--- src/rtl/cfus_pkg.sv ---
// ----------------------------------------------------------------------------
// cfus_pkg
// types, codes and helper functions of the can firmware upload sequencer
// ----------------------------------------------------------------------------
package cfus_pkg;

    localparam int CHUNK_BYTES = 8;
    localparam int CFG_IDX_W   = 3;
    localparam int CFG_DATA_W  = 32;

    localparam logic [7:0] CRC_POLY  = 8'h31;
    localparam logic [7:0] CRC_INIT  = 8'hFF;
    localparam logic [7:0] BOOT_CMD  = 8'hEE;
    localparam logic [10:0] DATA_OFS = 11'd10;
    localparam logic [10:0] RST_OFS  = 11'd20;

    typedef enum logic [2:0] {
        ACT_BOOT  = 3'd0,
        ACT_START = 3'd1,
        ACT_FRAME = 3'd2,
        ACT_TICK  = 3'd3,
        ACT_CHUNK = 3'd4
    } action_t;

    typedef enum logic [CFG_IDX_W-1:0] {
        CFG_BASE_ID      = 3'd0,
        CFG_BOOT_KEY     = 3'd1,
        CFG_FW_SIZE      = 3'd2,
        CFG_TIMEOUT      = 3'd3,
        CFG_MODE_TIMEOUT = 3'd4
    } cfg_idx_t;

    typedef enum logic [3:0] {
        STAT_IDLE      = 4'd0,
        STAT_WAITING   = 4'd1,
        STAT_NEED      = 4'd2,
        STAT_COMPLETE  = 4'd3,
        STAT_KEY_ERR   = 4'd4,
        STAT_TIMEOUT   = 4'd5,
        STAT_SIZE_ERR  = 4'd6,
        STAT_CRC_FAIL  = 4'd7,
        STAT_FINAL_ERR = 4'd8,
        STAT_BOOT_MODE = 4'd9,
        STAT_BOOT_FAIL = 4'd10
    } status_t;

    typedef enum logic [2:0] {
        PH_IDLE  = 3'd0,
        PH_KEY   = 3'd1,
        PH_SIZE  = 3'd2,
        PH_NEED  = 3'd3,
        PH_ACK   = 3'd4,
        PH_FINAL = 3'd5,
        PH_MODE  = 3'd6
    } phase_t;

    typedef enum logic [1:0] {
        SQ_IDLE = 2'd0,
        SQ_CRC  = 2'd1,
        SQ_EMIT = 2'd2
    } seq_t;

    typedef struct packed {
        logic        tx_valid;
        logic [10:0] tx_id;
        logic [3:0]  tx_len;
        logic [63:0] tx_data;
        logic [3:0]  status;
        logic [31:0] bytes_sent;
        logic        last;
    } res_t;

    // keeps the low n bytes, n of eight or more keeps all
    function automatic logic [63:0] byte_mask(input logic [3:0] n);
        logic [63:0] m;
        m = '0;
        for (int i = 0; i < 8; i++) begin
            if (n > 4'(i)) begin
                m[8*i +: 8] = 8'hFF;
            end
        end
        return m;
    endfunction

    // crc-8 msb first, one byte
    function automatic logic [7:0] crc8_byte(input logic [7:0] crc, input logic [7:0] b);
        logic [7:0] c;
        c = crc ^ b;
        for (int i = 0; i < 8; i++) begin
            c = c[7] ? ((c << 1) ^ CRC_POLY) : (c << 1);
        end
        return c;
    endfunction

    // frame fields read as zero when nothing is sent
    function automatic res_t make_res(input logic tx, input logic [10:0] id,
                                      input logic [3:0] len, input logic [63:0] data,
                                      input status_t st, input logic [31:0] bytes,
                                      input logic lst);
        res_t r;
        r.tx_valid   = tx;
        r.tx_id      = tx ? id : '0;
        r.tx_len     = tx ? len : '0;
        r.tx_data    = tx ? data : '0;
        r.status     = st;
        r.bytes_sent = bytes;
        r.last       = lst;
        return r;
    endfunction

endpackage

--- src/rtl/cfus_in_if.sv ---
// ----------------------------------------------------------------------------
// cfus_in_if
// input channel: action items with received frames, ticks and chunks
// ----------------------------------------------------------------------------
interface cfus_in_if;
    logic        valid;
    logic        ready;
    logic [2:0]  action;
    logic [10:0] frame_id;
    logic [3:0]  length;
    logic [63:0] payload;

    modport source (output valid, action, frame_id, length, payload, input ready);
    modport sink (input valid, action, frame_id, length, payload, output ready);
endinterface

--- src/rtl/cfus_out_if.sv ---
// ----------------------------------------------------------------------------
// cfus_out_if
// output channel: frames to send with status and progress
// ----------------------------------------------------------------------------
interface cfus_out_if;
    logic        valid;
    logic        ready;
    logic        tx_valid;
    logic [10:0] tx_id;
    logic [3:0]  tx_len;
    logic [63:0] tx_data;
    logic [3:0]  status;
    logic [31:0] bytes_sent;
    logic        last;

    modport source (output valid, tx_valid, tx_id, tx_len, tx_data, status, bytes_sent,
                    last, input ready);
    modport sink (input valid, tx_valid, tx_id, tx_len, tx_data, status, bytes_sent,
                  last, output ready);
endinterface

--- src/rtl/can_firmware_upload_sequencer_core.sv ---
// ----------------------------------------------------------------------------
// can_firmware_upload_sequencer_core
// host-side sequencer for a can bootloader upload: key, size, chunks with
// crc-8 acks, final reply, plus an enter-boot command
// ----------------------------------------------------------------------------
//
//  channel  dir  handshake      beat contents
//  -------  ---  -------------  ----------------------------------------------
//  item     in   valid/ready    action, frame_id, length, payload
//  result   out  valid/ready    tx_valid, tx_id, tx_len, tx_data, status,
//                               bytes_sent, last
//  cfg      in   cfg_we only    cfg_index, cfg_data (no read-back)
//
//  an item is taken when valid and ready are both high; an item that causes no
//  beat leaves ready high; a beat sits in the output register until taken, for
//  items other than a chunk from the next cycle; start gives two beats in a row,
//  everything else at most one; a chunk runs the crc unit one byte per cycle
//  over its bytes, and its beat shows once the crc is done
//  item.ready is low while a beat waits or the crc runs; a stalled result holds
//  rst_n resets phase, counters, crc and config registers at once; no sweep
//
module can_firmware_upload_sequencer_core (
    input  logic                                 clk,
    input  logic                                 rst_n,
    cfus_in_if.sink                              item,
    cfus_out_if.source                           result,
    input  logic                                 cfg_we,
    input  logic [cfus_pkg::CFG_IDX_W-1:0]       cfg_index,
    input  logic [cfus_pkg::CFG_DATA_W-1:0]      cfg_data
);

    // configuration registers
    logic [10:0] base_id_reg;
    logic [31:0] boot_key_reg;
    logic [31:0] fw_size_reg;
    logic [15:0] timeout_reg;
    logic [15:0] mode_timeout_reg;

    // sequencer and protocol state
    cfus_pkg::seq_t   state_reg, state_next;
    cfus_pkg::phase_t phase_reg, phase_next;
    logic [15:0] tick_reg, tick_next;
    logic [7:0]  exp_crc_reg, exp_crc_next;
    logic [3:0]  chunk_reg, chunk_next;
    logic [31:0] acked_reg, acked_next;
    logic        second_reg, second_next;

    // crc unit: running crc, byte shifter and byte count
    logic [7:0]  crc_reg, crc_next;
    logic [63:0] shift_reg, shift_next;
    logic [3:0]  cnt_reg, cnt_next;

    // output register
    cfus_pkg::res_t res_reg, res_next;

    // derived ids, 11-bit wrap
    logic [10:0] id_main;
    logic [10:0] id_data;
    logic [10:0] id_reset;

    // received frame view: bytes past length read as zero
    logic [63:0] rx;
    logic [7:0]  b0;
    logic [3:0]  chunk_len;
    logic [63:0] chunk_data;

    assign id_main  = base_id_reg;
    assign id_data  = base_id_reg + cfus_pkg::DATA_OFS;
    assign id_reset = base_id_reg + cfus_pkg::RST_OFS;

    assign rx = item.payload & cfus_pkg::byte_mask(item.length);
    assign b0 = rx[7:0];

    // chunk length clamped to the chunk size
    assign chunk_len  = (item.length > 4'(cfus_pkg::CHUNK_BYTES)) ?
                        4'(cfus_pkg::CHUNK_BYTES) : item.length;
    assign chunk_data = item.payload & cfus_pkg::byte_mask(chunk_len);

    assign item.ready   = (state_reg == cfus_pkg::SQ_IDLE);
    assign result.valid = (state_reg == cfus_pkg::SQ_EMIT);

    assign result.tx_valid   = res_reg.tx_valid;
    assign result.tx_id      = res_reg.tx_id;
    assign result.tx_len     = res_reg.tx_len;
    assign result.tx_data    = res_reg.tx_data;
    assign result.status     = res_reg.status;
    assign result.bytes_sent = res_reg.bytes_sent;
    assign result.last       = res_reg.last;

    // configuration writes, indexes past the list are dropped
    always_ff @(posedge clk or negedge rst_n)
    begin
        if (!rst_n)
        begin
            base_id_reg      <= '0;
            boot_key_reg     <= '0;
            fw_size_reg      <= '0;
            timeout_reg      <= 16'd1000;
            mode_timeout_reg <= 16'd100;
        end
        else if (cfg_we)
        begin
            case (cfus_pkg::cfg_idx_t'(cfg_index))
                cfus_pkg::CFG_BASE_ID:      base_id_reg      <= cfg_data[10:0];
                cfus_pkg::CFG_BOOT_KEY:     boot_key_reg     <= cfg_data[31:0];
                cfus_pkg::CFG_FW_SIZE:      fw_size_reg      <= cfg_data[31:0];
                cfus_pkg::CFG_TIMEOUT:      timeout_reg      <= cfg_data[15:0];
                cfus_pkg::CFG_MODE_TIMEOUT: mode_timeout_reg <= cfg_data[15:0];
                default: ;
            endcase
        end
    end

    always_ff @(posedge clk or negedge rst_n)
    begin
        if (!rst_n)
        begin
            state_reg   <= cfus_pkg::SQ_IDLE;
            phase_reg   <= cfus_pkg::PH_IDLE;
            tick_reg    <= '0;
            exp_crc_reg <= '0;
            chunk_reg   <= '0;
            acked_reg   <= '0;
            second_reg  <= 1'b0;
            crc_reg     <= '0;
            cnt_reg     <= '0;
        end
        else
        begin
            state_reg   <= state_next;
            phase_reg   <= phase_next;
            tick_reg    <= tick_next;
            exp_crc_reg <= exp_crc_next;
            chunk_reg   <= chunk_next;
            acked_reg   <= acked_next;
            second_reg  <= second_next;
            crc_reg     <= crc_next;
            cnt_reg     <= cnt_next;
        end
    end

    // payload registers
    always_ff @(posedge clk)
    begin
        shift_reg <= shift_next;
        res_reg   <= res_next;
    end

    always_comb
    begin
        logic [15:0] tick_inc;
        logic [15:0] lim;
        logic        fin;
        logic        fin_tx;
        cfus_pkg::status_t fin_st;

        state_next   = state_reg;
        phase_next   = phase_reg;
        tick_next    = tick_reg;
        exp_crc_next = exp_crc_reg;
        chunk_next   = chunk_reg;
        acked_next   = acked_reg;
        second_next  = second_reg;
        crc_next     = crc_reg;
        shift_next   = shift_reg;
        cnt_next     = cnt_reg;
        res_next     = res_reg;

        // end of run: back to idle, one beat, reset frame if asked
        fin    = 1'b0;
        fin_tx = 1'b0;
        fin_st = cfus_pkg::STAT_IDLE;

        tick_inc = (tick_reg == 16'hFFFF) ? tick_reg : tick_reg + 16'd1;
        lim      = (phase_reg == cfus_pkg::PH_MODE) ? mode_timeout_reg : timeout_reg;

        case (state_reg)
            cfus_pkg::SQ_IDLE:
            begin
                if (item.valid)
                begin
                    case (cfus_pkg::action_t'(item.action))
                        cfus_pkg::ACT_BOOT:
                        begin
                            phase_next = cfus_pkg::PH_MODE;
                            tick_next  = '0;
                            res_next   = cfus_pkg::make_res(1'b1, id_main, 4'd1,
                                             {56'd0, cfus_pkg::BOOT_CMD},
                                             cfus_pkg::STAT_WAITING, acked_reg, 1'b1);
                            state_next = cfus_pkg::SQ_EMIT;
                        end
                        cfus_pkg::ACT_START:
                        begin
                            // reset frame now, key frame as second beat
                            acked_next  = '0;
                            phase_next  = cfus_pkg::PH_KEY;
                            tick_next   = '0;
                            second_next = 1'b1;
                            res_next    = cfus_pkg::make_res(1'b1, id_reset, 4'd1, 64'd0,
                                              cfus_pkg::STAT_WAITING, 32'd0, 1'b0);
                            state_next  = cfus_pkg::SQ_EMIT;
                        end
                        cfus_pkg::ACT_FRAME:
                        begin
                            if (item.frame_id == id_main &&
                                phase_reg inside {cfus_pkg::PH_KEY, cfus_pkg::PH_SIZE,
                                                  cfus_pkg::PH_MODE})
                            begin
                                if (phase_reg == cfus_pkg::PH_KEY)
                                begin
                                    if (b0 == 8'd0)
                                    begin
                                        fin    = 1'b1;
                                        fin_st = cfus_pkg::STAT_KEY_ERR;
                                    end
                                    else
                                    begin
                                        phase_next = cfus_pkg::PH_SIZE;
                                        tick_next  = '0;
                                        res_next   = cfus_pkg::make_res(1'b1, id_main, 4'd4,
                                                         {32'd0, fw_size_reg},
                                                         cfus_pkg::STAT_WAITING,
                                                         acked_reg, 1'b1);
                                        state_next = cfus_pkg::SQ_EMIT;
                                    end
                                end
                                else if (phase_reg == cfus_pkg::PH_SIZE)
                                begin
                                    if (rx[31:0] == fw_size_reg)
                                    begin
                                        phase_next = cfus_pkg::PH_NEED;
                                        tick_next  = '0;
                                        res_next   = cfus_pkg::make_res(1'b0, '0, '0, '0,
                                                         cfus_pkg::STAT_NEED,
                                                         acked_reg, 1'b1);
                                        state_next = cfus_pkg::SQ_EMIT;
                                    end
                                    else
                                    begin
                                        fin    = 1'b1;
                                        fin_tx = 1'b1;
                                        fin_st = cfus_pkg::STAT_SIZE_ERR;
                                    end
                                end
                                else
                                begin
                                    fin    = 1'b1;
                                    fin_st = (b0 != 8'd0) ? cfus_pkg::STAT_BOOT_MODE :
                                                            cfus_pkg::STAT_BOOT_FAIL;
                                end
                            end
                            else if (item.frame_id == id_data &&
                                     phase_reg inside {cfus_pkg::PH_ACK, cfus_pkg::PH_FINAL})
                            begin
                                if (phase_reg == cfus_pkg::PH_ACK)
                                begin
                                    if (b0 == exp_crc_reg)
                                    begin
                                        acked_next = acked_reg + 32'(chunk_reg);
                                        tick_next  = '0;
                                        // a full chunk asks for more, a short one ends
                                        if (chunk_reg == 4'(cfus_pkg::CHUNK_BYTES))
                                        begin
                                            phase_next = cfus_pkg::PH_NEED;
                                            res_next   = cfus_pkg::make_res(1'b0, '0, '0,
                                                             '0, cfus_pkg::STAT_NEED,
                                                             acked_next, 1'b1);
                                        end
                                        else
                                        begin
                                            phase_next = cfus_pkg::PH_FINAL;
                                            res_next   = cfus_pkg::make_res(1'b0, '0, '0,
                                                             '0, cfus_pkg::STAT_WAITING,
                                                             acked_next, 1'b1);
                                        end
                                        state_next = cfus_pkg::SQ_EMIT;
                                    end
                                    else
                                    begin
                                        fin    = 1'b1;
                                        fin_tx = 1'b1;
                                        fin_st = cfus_pkg::STAT_CRC_FAIL;
                                    end
                                end
                                else
                                begin
                                    fin    = 1'b1;
                                    fin_tx = (b0 == 8'd0);
                                    fin_st = (b0 != 8'd0) ? cfus_pkg::STAT_COMPLETE :
                                                            cfus_pkg::STAT_FINAL_ERR;
                                end
                            end
                        end
                        cfus_pkg::ACT_TICK:
                        begin
                            if (phase_reg inside {cfus_pkg::PH_KEY, cfus_pkg::PH_SIZE,
                                                  cfus_pkg::PH_ACK, cfus_pkg::PH_FINAL,
                                                  cfus_pkg::PH_MODE})
                            begin
                                tick_next = tick_inc;
                                // a limit of zero fires on the first tick
                                if (tick_inc >= lim)
                                begin
                                    fin = 1'b1;
                                    if (phase_reg == cfus_pkg::PH_MODE)
                                    begin
                                        fin_st = cfus_pkg::STAT_BOOT_FAIL;
                                    end
                                    else
                                    begin
                                        fin_tx = (phase_reg != cfus_pkg::PH_SIZE);
                                        fin_st = cfus_pkg::STAT_TIMEOUT;
                                    end
                                end
                            end
                        end
                        cfus_pkg::ACT_CHUNK:
                        begin
                            if (phase_reg == cfus_pkg::PH_NEED)
                            begin
                                // frame goes to the output register now, the crc
                                // unit walks the bytes before the beat shows
                                chunk_next = chunk_len;
                                phase_next = cfus_pkg::PH_ACK;
                                tick_next  = '0;
                                crc_next   = cfus_pkg::CRC_INIT;
                                shift_next = chunk_data;
                                cnt_next   = chunk_len;
                                res_next   = cfus_pkg::make_res(1'b1, id_data, chunk_len,
                                                 chunk_data, cfus_pkg::STAT_WAITING,
                                                 acked_reg, 1'b1);
                                state_next = cfus_pkg::SQ_CRC;
                            end
                        end
                        default: ;
                    endcase

                    if (fin)
                    begin
                        phase_next = cfus_pkg::PH_IDLE;
                        tick_next  = '0;
                        res_next   = cfus_pkg::make_res(fin_tx, id_reset, 4'd1, 64'd0,
                                         fin_st, acked_reg, 1'b1);
                        state_next = cfus_pkg::SQ_EMIT;
                    end
                end
            end
            cfus_pkg::SQ_CRC:
            begin
                // one byte per cycle through the crc unit
                if (cnt_reg == 4'd0)
                begin
                    exp_crc_next = crc_reg;
                    state_next   = cfus_pkg::SQ_EMIT;
                end
                else
                begin
                    crc_next   = cfus_pkg::crc8_byte(crc_reg, shift_reg[7:0]);
                    shift_next = shift_reg >> 8;
                    cnt_next   = cnt_reg - 4'd1;
                end
            end
            cfus_pkg::SQ_EMIT:
            begin
                if (result.ready)
                begin
                    if (second_reg)
                    begin
                        // key frame follows the reset frame of a start
                        second_next = 1'b0;
                        res_next    = cfus_pkg::make_res(1'b1, id_main, 4'd4,
                                          {32'd0, boot_key_reg},
                                          cfus_pkg::STAT_WAITING, acked_reg, 1'b1);
                    end
                    else
                    begin
                        state_next = cfus_pkg::SQ_IDLE;
                    end
                end
            end
            default:
            begin
                state_next = cfus_pkg::SQ_IDLE;
            end
        endcase
    end

endmodule

--- src/flat_wrapper.sv ---
// flat-port wrapper written by rule: the top's interface ports become plain ports
module can_firmware_upload_sequencer_core_flat 
  (clk, rst_n, cfg_we, cfg_index, cfg_data, item_valid, item_action, item_frame_id, item_length, item_payload, item_ready, result_valid, result_tx_valid, result_tx_id, result_tx_len, result_tx_data, result_status, result_bytes_sent, result_last, result_ready);
  cfus_in_if item_i ();
  cfus_out_if result_i ();
  input  logic clk;
  input  logic rst_n;
  input  logic cfg_we;
  input  logic [cfus_pkg::CFG_IDX_W-1:0] cfg_index;
  input  logic [cfus_pkg::CFG_DATA_W-1:0] cfg_data;
  input wire logic [$bits(item_i.valid)-1:0] item_valid;
  input wire logic [$bits(item_i.action)-1:0] item_action;
  input wire logic [$bits(item_i.frame_id)-1:0] item_frame_id;
  input wire logic [$bits(item_i.length)-1:0] item_length;
  input wire logic [$bits(item_i.payload)-1:0] item_payload;
  output wire logic [$bits(item_i.ready)-1:0] item_ready;
  output wire logic [$bits(result_i.valid)-1:0] result_valid;
  output wire logic [$bits(result_i.tx_valid)-1:0] result_tx_valid;
  output wire logic [$bits(result_i.tx_id)-1:0] result_tx_id;
  output wire logic [$bits(result_i.tx_len)-1:0] result_tx_len;
  output wire logic [$bits(result_i.tx_data)-1:0] result_tx_data;
  output wire logic [$bits(result_i.status)-1:0] result_status;
  output wire logic [$bits(result_i.bytes_sent)-1:0] result_bytes_sent;
  output wire logic [$bits(result_i.last)-1:0] result_last;
  input wire logic [$bits(result_i.ready)-1:0] result_ready;
  assign item_i.valid = item_valid;
  assign item_i.action = item_action;
  assign item_i.frame_id = item_frame_id;
  assign item_i.length = item_length;
  assign item_i.payload = item_payload;
  assign item_ready = item_i.ready;
  assign result_valid = result_i.valid;
  assign result_tx_valid = result_i.tx_valid;
  assign result_tx_id = result_i.tx_id;
  assign result_tx_len = result_i.tx_len;
  assign result_tx_data = result_i.tx_data;
  assign result_status = result_i.status;
  assign result_bytes_sent = result_i.bytes_sent;
  assign result_last = result_i.last;
  assign result_i.ready = result_ready;
  can_firmware_upload_sequencer_core u_core (.clk(clk), .rst_n(rst_n), .item(item_i), .result(result_i), .cfg_we(cfg_we), .cfg_index(cfg_index), .cfg_data(cfg_data));
endmodule
--- config.mk ---
export PLATFORM = sky130hd
export DESIGN_NAME = can_firmware_upload_sequencer_core_flat
export DESIGN_NICKNAME = d
export VERILOG_FILES = /design/src/rtl/cfus_pkg.sv /design/src/rtl/cfus_in_if.sv /design/src/rtl/cfus_out_if.sv /design/src/rtl/can_firmware_upload_sequencer_core.sv /design/src/flat_wrapper.sv
export SDC_FILE = /design/constraint.sdc
export NUM_CORES = 1
export LEC_CHECK = 0
export BUFFER_PORTS_ARGS = -buffer_cell sky130_fd_sc_hd__buf_2
export CORE_UTILIZATION = 26
export DETAILED_ROUTE_END_ITERATION = 7
export PLACE_DENSITY_LB_ADDON = 0.2
export SYNTH_ARGS = -nofsm -noshare
export SYNTH_HDL_FRONTEND = slang
export SYNTH_SLANG_ARGS = --single-unit
--- constraint.sdc ---
create_clock -name clk -period 8.6 [get_ports clk]
set_clock_uncertainty 0.2 [all_clocks]
set_input_delay 1.72 -clock clk [delete_from_list [all_inputs] [get_ports clk]]
set_output_delay 1.72 -clock clk [all_outputs]
set_load 0.005 [all_outputs]
==> summary.md <==
| Metric | Value |
|---|---|
| Clock transition at the registers of the reported paths | `60 ps` |
| Largest net degree at the start of global routing | `124` |
| First-pass GRT wire length | `94.63 mm` |
| Avg Cell Area, Syn | `10.70 µm²` |
| Hold violation count in the final report | `0` |
| DP HPWL | `44.22 mm` |
| Register area | `10080 µm²` |
| Unique masters post-synth | `77` |
| GRT Util Overall | `0.1652` |
| Routed met3 length | `4.085 mm` |
| Wl on met1 | `27.86 mm` |
| DR vias | `15.42k` |
| Syn Inst Count | `1789` |
| CP Launch Type | `register` |
| DRT antenna net count | `0` |
| Rel. slew slack | `0.1284` |
| Initial antenna violation count | `17` |
| Post-Route WL | `62.84 mm` |
| Row count | `99` |
| Worst Hold Class | `reg -> reg` |
| Min Clock Period, post-route | `6064 ps` |
| Routed wire per std cell | `21.02 µm` |
| Clk Latency, worst-skew pair | `590 ps` |
| Starting density of the core | `0.2624` |
| Setup violators final | `0` |
| Critical path class | `reg -> reg` |
| Period utilization | `0.7051` |
| Die area | `74730 µm²` |
| Die height | `273.4 µm` |
| CTS tree | `yes` |
| Clk sinks | `366` |
| Hold Path End | `u_core.mode_timeout_reg[15]$_DFFE_PN0P_` |
| GPL Wtd Cong | `0.8820` |
| Vias in the first global route | `15.02k` |
| CTS buffer count | `45` |
| Unrepaired setup endpoints after global routing | `false` |
| Synthesized cell area | `19150 µm²` |
| Placed Area | `21360 µm²` |
| Fraction of layout cells with a size suffix above 1 | `0.2412` |
| Metal2 WL | `29.46 mm` |
| Post-route DRC | `0` |
| Yosys reg bits | `366` |
| IO Pins | `241` |
| Grt ovf | `0` |
| Leak | `9.029 nW` |
| Clock buffer depth | `3` |
| Power per cell area | `244.9 nW/µm²` |
| Fin area | `22830 µm²` |
| R2R Path End | `u_core.result.tx_data[42]$_SDFFCE_PP0P_` |
| Worst Max-Slew Pin Slew | `1305 ps` |
| Max VDD drop | `138.9 µV` |
| Area grow syn2layout | `19.23%` |
| Crit-path max FO | `45` |
| DR iter-0 viols | `1314` |
| Max-slew violations | `0` |
| Die width | `273.4 µm` |
| Cells on worst reg2reg path | `17` |
| Critical path endpoint category | `register` |
| Net Count, Synth | `1937` |
| RR Startpoint | `u_core.tick_reg[3]$_DFFE_PN0P_` |
| Post-cts resize count | `0` |
| Setup TNS Final | `0 ps` |
| Ys flop type | `edfxtp_1` |
| Multi-input logic area | `8546 µm²` |
| Top sig layer | `met5` |
| Status | `finished clean` |
| CTS Root Cell | `clkbuf_16` |
| Setup bufs post-CTS | `0` |
| H-tree Lvls | `2` |
| Fillers | `7419` |
| Arrival time worst endpoint | `6130 ps` |
| Hold Path Origin | `u_core.mode_timeout_reg[15]$_DFFE_PN0P_` |
| Vias per cell | `5.158` |
| Hold-fix buffers, CTS | `0` |
| Highest clock rate | `0.1649 GHz` |
| Total of max-cap violations | `0` |
| R2r setup slk | `2540 ps` |
| Critical Path RT | `8670 ps` |
| Nets | `2138` |
| Synth Warn # | `0` |
| Sequential area share after synthesis | `0.5263` |
| Port bufs | `240` |
| TritonRoute pass-1 iters | `5` |
| Post-synth EDFFs | `181` |
| Asr flop ratio synth | `0.5055` |
| Core box area | `72960 µm²` |
| Cell count of the worst hold path | `1` |
==> Yosys cell counts, drive strengths merged, types with 5 or more instances <==
library cell  number  area share
nand2            182       0.036
edfxtp           181        0.28
dfrtp            176        0.23
o21ai            139       0.037
nor2             123       0.025
mux2             114       0.067
clkbuf            92       0.018
o31ai             87       0.034
a21oi             52       0.014
nand3             49       0.013
xnor2             45       0.021
and2              37       0.012
a22o              31       0.014
a22oi             31       0.012
inv               31      0.0061
ha                25       0.016
xor2              25       0.011
a31oi             24      0.0078
and3              24      0.0078
buf               21      0.0059
nor3              21      0.0058
nand2b            20      0.0065
nand4             19      0.0062
nor2b             17      0.0056
mux2i             16      0.0084
a21o              15      0.0059
o22ai             14      0.0046
nor4              12      0.0046
nor4bb            12      0.0063
or3               12      0.0039
o32ai             11      0.0050
or2               10      0.0033
a221oi             9      0.0041
dfstp              9       0.012
nor3b              7      0.0030
o21a               7      0.0027
o22a               7      0.0032
a211oi             6      0.0024
o2111ai            6      0.0027
o41ai              6      0.0027
a32oi              5      0.0023
a41o               5      0.0026
a41oi              5      0.0023
o211ai             5      0.0020
==> worst max-delay path by stage <==
stage / startpoint / to / slack [ps] / depth (start not counted)
2_1_floorplan: item_length[3] / u_core.result.bytes_sent[0]$_DFFE_PP_ / 1490 / 11
3_3_place_gp: item_length[3] / u_core.result.tx_data[39]$_SDFFCE_PP0P_ / 2440 / 11
3_5_place_dp: item_length[3] / u_core.result.tx_data[39]$_SDFFCE_PP0P_ / 2250 / 12
4_1_cts: u_core.tick_reg[3]$_DFFE_PN0P_ / u_core.result.bytes_sent[30]$_DFFE_PP_ / 2500 / 17
5_1_grt: u_core.tick_reg[3]$_DFFE_PN0P_ / u_core.result.tx_data[42]$_SDFFCE_PP0P_ / 2020 / 17
6_report: u_core.tick_reg[3]$_DFFE_PN0P_ / u_core.result.tx_data[42]$_SDFFCE_PP0P_ / 2540 / 17
==> where the power goes <==
group | total, W | switching (W) | internal, W
Sequential | 0.00244 | 0.000239 | 0.00220
Combinational | 0.00127 | 0.000754 | 0.000516
Clock | 0.00188 | 0.000809 | 0.00107
==> critical path, cell delays in order (launching register included) <==
cell and delay, ps:
dfrtp_1 420, nand2_1 140, nor4_1 600, nand4_1 550
nand2_1 350, nor2_1 110, and3_1 230, xor2_1 160
ha_1 200, a211oi_1 210, o21ai_0 130, a41oi_1 260
o21a_1 260, nor2_1 100, or2_2 310, o21ai_0 510
nand2_4 480, buf_4 480
==> routing by layer <==
layer / up-vias / global-route usage
li1: 7122 / -
met5: - / 0
met4: 26 / 0.03778
met2: 482 / 0.2677
met1: 7682 / 0.2223
met3: 105 / 0.03816
==> kinds of logic after synthesis <==
group,synth area share
flip-flops,0.5263
XOR/XNOR,0.03202
buffers and inverters,0.03019
adder cells (fa/ha/maj),0.01738
AO/OA/AOI/OAI,0.1751
AND/OR/NAND/NOR,0.1436
multiplexers,0.07541
==> through the flow <==
stage          instances  worst slack (ps)  power (W)  utilization  hold slack [ps]
2_1_floorplan       1789              1492   0.003207            -            267.6
3_3_place_gp        2902              2443   0.003738       0.2928            285.2
3_5_place_dp        2902              2254   0.003746       0.2928            294.1
4_1_cts             2986              2495   0.005681       0.3128            306.0
5_1_grt             2987              2017   0.005892       0.3128            312.3
6_report            2989              2536   0.005590       0.3129            303.9
==> layout make-up <==
cell class / count / area share
sequential: 366 / 0.4414
multi-input combinational: 1278 / 0.3744
tap: 959 / 0.05256
timing repair buffer: 267 / 0.06232
inverter: 32 / 0.005262
clock buffer: 54 / 0.05125
clock inverter: 30 / 0.01255
antenna: 3 / 0.0003289
==> cell usage in the layout (no fill, tap or decap), drive strengths merged, types with 52 or more instances in the layout <==
master	Yosys	layout
nand2	182	182
mux2	114	114
clkbuf	92	54
buf	21	267
dfrtp	176	176
o31ai	87	87
o21ai	139	139
edfxtp	181	181
nor2	123	123
a21oi	52	52
Note: power is estimated with default switching activity, not from simulation.
